<file path="src/rtl/core/sv39ptw_pkg.sv">
`timescale 1ns / 1ps
`default_nettype none

package sv39ptw_pkg;

	localparam int PPN_W  = 44;
	localparam int PA_W   = 56;
	localparam int VA_W   = 39;
	localparam int PTE_W  = 64;
	localparam int VPN_W  = 9;
	localparam int IDX_W  = 12;
	localparam int ENTRIES_PER_TABLE = 512;

	localparam logic CMD_WRITE     = 1'b0;
	localparam logic CMD_TRANSLATE = 1'b1;

	typedef enum logic [1:0] {
		ST_CLEAR,
		ST_IDLE,
		ST_WALK
	} walk_state_t;

	typedef enum logic [0:0] {
		CFG_ROOT_PPN,
		CFG_TABLE_BASE_PPN
	} cfg_reg_t;

	typedef enum logic [1:0] {
		LVL_0,
		LVL_1,
		LVL_2
	} level_t;

	// physical address from a leaf entry, by the level it was found at
	function automatic logic [PA_W-1:0] leaf_pa(logic [PTE_W-1:0] pte,
			logic [VA_W-1:0] va, level_t lvl);
		logic [PA_W-1:0] pa;
		pa = '0;
		unique case (lvl)
			LVL_0: pa = {pte[53:10], va[11:0]};
			LVL_1: pa = {pte[53:19], va[20:0]};
			LVL_2: pa = {pte[53:28], va[29:0]};
			default: pa = '0;
		endcase
		return pa;
	endfunction

endpackage

`default_nettype wire

</file>
<file path="src/rtl/core/sv39ptw_locate.sv">
`timescale 1ns / 1ps
`default_nettype none

module sv39ptw_locate import sv39ptw_pkg::*; #(
	parameter int TABLE_COUNT = 8
) (
	input  wire logic [PPN_W-1:0]                               ppn,
	input  wire logic [PPN_W-1:0]                               base_ppn,
	input  wire logic [VPN_W-1:0]                               vpn,
	output logic                                                hit,
	output logic      [$clog2(TABLE_COUNT*ENTRIES_PER_TABLE)-1:0] addr
);

	localparam int AW = $clog2(TABLE_COUNT * ENTRIES_PER_TABLE);

	logic [PPN_W-1:0]       off;
	logic [PPN_W+VPN_W-1:0] addr_full;

	// table number is the offset from the store base page
	assign off       = ppn - base_ppn;
	assign hit       = (ppn >= base_ppn) && (off < PPN_W'(TABLE_COUNT));
	assign addr_full = {off, vpn};
	assign addr      = addr_full[AW-1:0];

endmodule

`default_nettype wire

</file>
<file path="config.mk">
export PLATFORM = sky130hd
export DESIGN_NAME = sv39ptw_locate
export DESIGN_NICKNAME = d
export VERILOG_FILES = /design/src/rtl/core/sv39ptw_pkg.sv /design/src/rtl/core/sv39ptw_locate.sv
export SDC_FILE = /design/constraint.sdc
export NUM_CORES = 1
export LEC_CHECK = 0
export BUFFER_PORTS_ARGS = -buffer_cell sky130_fd_sc_hd__buf_2
export CAP_MARGIN = 0
export CORE_AREA = 2 2 81 83
export DETAILED_ROUTE_END_ITERATION = 12
export DIE_AREA = 0 0 83 85
export PLACE_DENSITY = 0.84
export SYNTH_ARGS = -nofsm -noshare
export SYNTH_HDL_FRONTEND = slang
export SYNTH_SLANG_ARGS = --single-unit
</file>
<file path="constraint.sdc">
create_clock -name vclk -period 7
set_input_delay 0.7 -clock vclk [all_inputs]
set_output_delay 0.7 -clock vclk [all_outputs]
set_load 0.05 [all_outputs]
</file>
* After elaboration in Yosys (flattened, before gate mapping)
Cells that the tools add are included.
** Word-level totals
- Bits in registers :: 0
- Input bits :: 97
- Output and inout port bits :: 13
** Cells by class
- Add/sub/neg operators :: 1
- Magnitude comparators :: 2
- Reductions and logical operators :: 1
** Operators by type and width (count)
- greater-or-equal comparator 44 bit :: 1
- less-than comparator 44 x 4 -> 1 bit, second input constant :: 1
- subtractor 44 bit :: 1
- logical AND 1 bit :: 1

* Longest topological paths before layout
- Depth in word-level cells :: 3
- Depth in mapped cells :: 14
- Mapped depth without buffers :: 13

* Least setup slack after synthesis
Ideal clock, no wire load.
- Kind :: input-to-output
- Start :: in ppn[0]
- End :: out hit
- Arrival :: 4.065 ns
- Path slack :: 2.235 ns
- Stages :: 13
- Path buffers :: 0
- Cells stage by stage :: inv_1 > ha_1 > fa_1 > nand2b_1 > a211o_1 > and2_1 > xnor2_1 > a311o_2 > nor4_2 > nand4_1 > nor4_1 > nand4_1 > nor4_2
** On the way
- Word-level cells in the longest chain between the ends :: 3
- Elaborated cells between the ends (all ways) :: 4
** RTL lines
- start, declared :: RTL line sv39ptw_locate.sv:7 : input wire logic [PPN_W-1:0] ppn,
- subtractor 44 bit :: RTL line sv39ptw_locate.sv:20 : assign off = ppn - base_ppn;
- less-than comparator 44 x 4 -> 1 bit :: RTL line sv39ptw_locate.sv:21 : assign hit = (ppn >= base_ppn) && (off < PPN_W'(TABLE_COUNT));
- logical AND 1 bit * :: RTL line sv39ptw_locate.sv:21
- end, declared :: RTL line sv39ptw_locate.sv:10 : output logic hit,
Every way passes the cells marked *; elsewhere a longest branch is shown, timed or not.

* Worst setup path in the final report
Same ends and word-level chain as after synthesis.

==> flow_summary.yaml <==
status:
  status: "completed"
layout:
  clkbuf_count: 0
  seqCellArea_um2: 0
  fin_nets: 702
  syn_to_final_growth_pct: 9.67
  diodes: 0
  seq_cell_count: 0
  postLayoutCoreUtil: 0.581
  drive_gt1_frac: 0.213
floorplan:
  die_h_um: 85
  die_w_um: 83
  start_util: 0.530
  fp.coreArea_um2: 6200
  die_area_um2: 7060
  ios: 110
  row_count: 29
synth:
  yosysMostFrequentCell: "inv_1"
  synth_cell_type_count: 62
  yosysTopAreaCellShare: 0.167
  yosysSeqAreaShare: 0
  synth_common_cells: "inv_1, nand2_1, a21oi_1"
  synth_area_leaders: "ha_1, a21oi_1, inv_1"
  syn-num-nets: 640
  synth_top_cell_by_area: "ha_1"
  avgSynthCellArea_um2: 6.60
  synth_area_um2: 3290
  postSynthCellCount: 498
  yosys_warnings: 0
placed_design:
  hpwl_mm: 8.16
  place.gp.congestion: 0.989
  io_buffer_count: 92
  place_ws_ns: 2.27
sta:
  finalWorstSetupSlack_ns: 2.25
  hold_viol: 0
  final.setup.tns_ns: 0
  fin_crit_ns: 4.75
  tightest_slew_ns: 0.505
  setup_viol: 0
  max_freq_ghz: 0.211
  relSlewSlack: 0.658
  drv_slew: 0
  rsz0062_at_grt: "false"
  finalCritPeriodShare: 0.678
drt:
  drt_iter0_drc: 212
  dr.pass1.iters: 5
  vias_per_cell: 5.97
  antenna_left: 0
  vias: 3791
  drcViolationCount: 0
  wl_per_cell_um: 15.0
  wl_mm: 9.55
job:
  drv_cap: 0
worst_hold_path:
  holdCritStartpoint: "vpn[5]"
  hold_class: "in -> out"
global_routing:
  overflow: 0
  track_usage: 0.262
  grt_pass1_wl_mm: 15.9
  grt_antenna_before_repair: 0
  grt_pass1_vias: 3442
  grt_start_max_net_pins: 11
clock_tree:
  cts-resized-gates: 0
  cts_hold_buf: 0
  post_cts_buffers: 0
worst_setup_path:
  required_ns: 6.30
  cp_max_fo: 3
  path_class: "in -> out"
  worst_setup_path_start_kind: "input pin"
  crit_path_start: "ppn[0]"
  endpoint_kind: "primary output"
  arrival_ns: 4.05
power_and_ir_drop:
  powerDensity_nw_per_um2: 94.0
  p_leak_nw: 1.75
  ir_worst_vdd_v: 0.0000479
## cells in the final DEF (no fill, tap or decap), types with 2 or more instances in the layout
master    netlist  layout
buf_2           6      92
inv_1          58      58
nand2_1        54      54
a21oi_1        50      50
ha_1           44      44
nor2_1         37      37
o21ai_0        27      27
nand4_1        19      19
a21o_1         16      16
xor2_1         16      16
a211oi_1       14      14
xnor2_1        13      13
nor3_1         10      10
o21a_1          9       9
a21oi_2         8       8
o21ai_1         8       8
nand3_1         5       5
o31ai_1         5       5
o21bai_1        5       5
nand2b_1        4       4
a211oi_2        4       4
nor4_1          4       4
o22ai_1         4       4
and4_1          3       3
a211o_1         3       3
and2_1          3       3
a221oi_1        3       3
o211ai_1        3       3
mux2i_1         3       3
nor4_2          3       3
nor2b_1         2       2
a31o_2          2       2
or4_1           2       2
and2b_2         2       2
## critical path: stages
cell      delay, ns
buf_2          0.08
inv_1          0.03
ha_1           0.22
fa_1           0.41
nand2b_1       0.19
a211o_1        0.29
a211o_1        0.31
and2_1         0.17
a221oi_1       0.34
o311ai_1       0.23
nor4_4         0.33
nand4_1        0.16
nor4_2         0.28
buf_2          0.30
## path summary, 6_finish.rpt
kind  cells past startpoint  slack (ns)       to
max                      14        2.25      hit
min                       0        1.40  addr[5]
## routing by layer
metal	global-route usage	vias up	part of all wire
li1	-	1915	-
met1	0.358	1694	0.45
met2	0.459	162	0.47
met3	0.0117	20	0.064
met4	0.0537	0	0.023
met5	0	-	0
## per-stage QoR
| step | hold slack (ns) | power (mW) | cells | cell area (um^2) |
|---|---|---|---|---|
| final | 1.40 | 0.339 | 635 | 3610 |
| after global routing | 1.40 | 0.374 | 635 | 3610 |
| after CTS | 1.40 | 0.334 | 635 | 3610 |
| after detailed placement | 1.40 | 0.331 | 635 | 3610 |
| after global placement | 1.40 | 0.329 | 635 | 3610 |
| after floorplan | 1.57 | 0.272 | 498 | 3290 |
## layout make-up
class                           count  area (um^2)
Timing Repair Buffer               92          460
Tap cell                           77         96.3
Fill cell                         604         2600
Multi-Input combinational cell    408         2830
Inverter                           58          218
## where the power goes
part	internal, mW	switching [mW]
logic	0.133	0.206
registers	0	0
clock network	0	0
total	0.133	0.206
## cell families after synthesis
logic type	synth area share
xor gates and xnor gates	0.0772
AOI/OAI and AO/OA	0.365
and+or+nand+nor	0.237
muxes	0.00913
adders and majority gates	0.174
buffers and inverters	0.139
No activity file was read; power rests on OpenSTA's default activity.
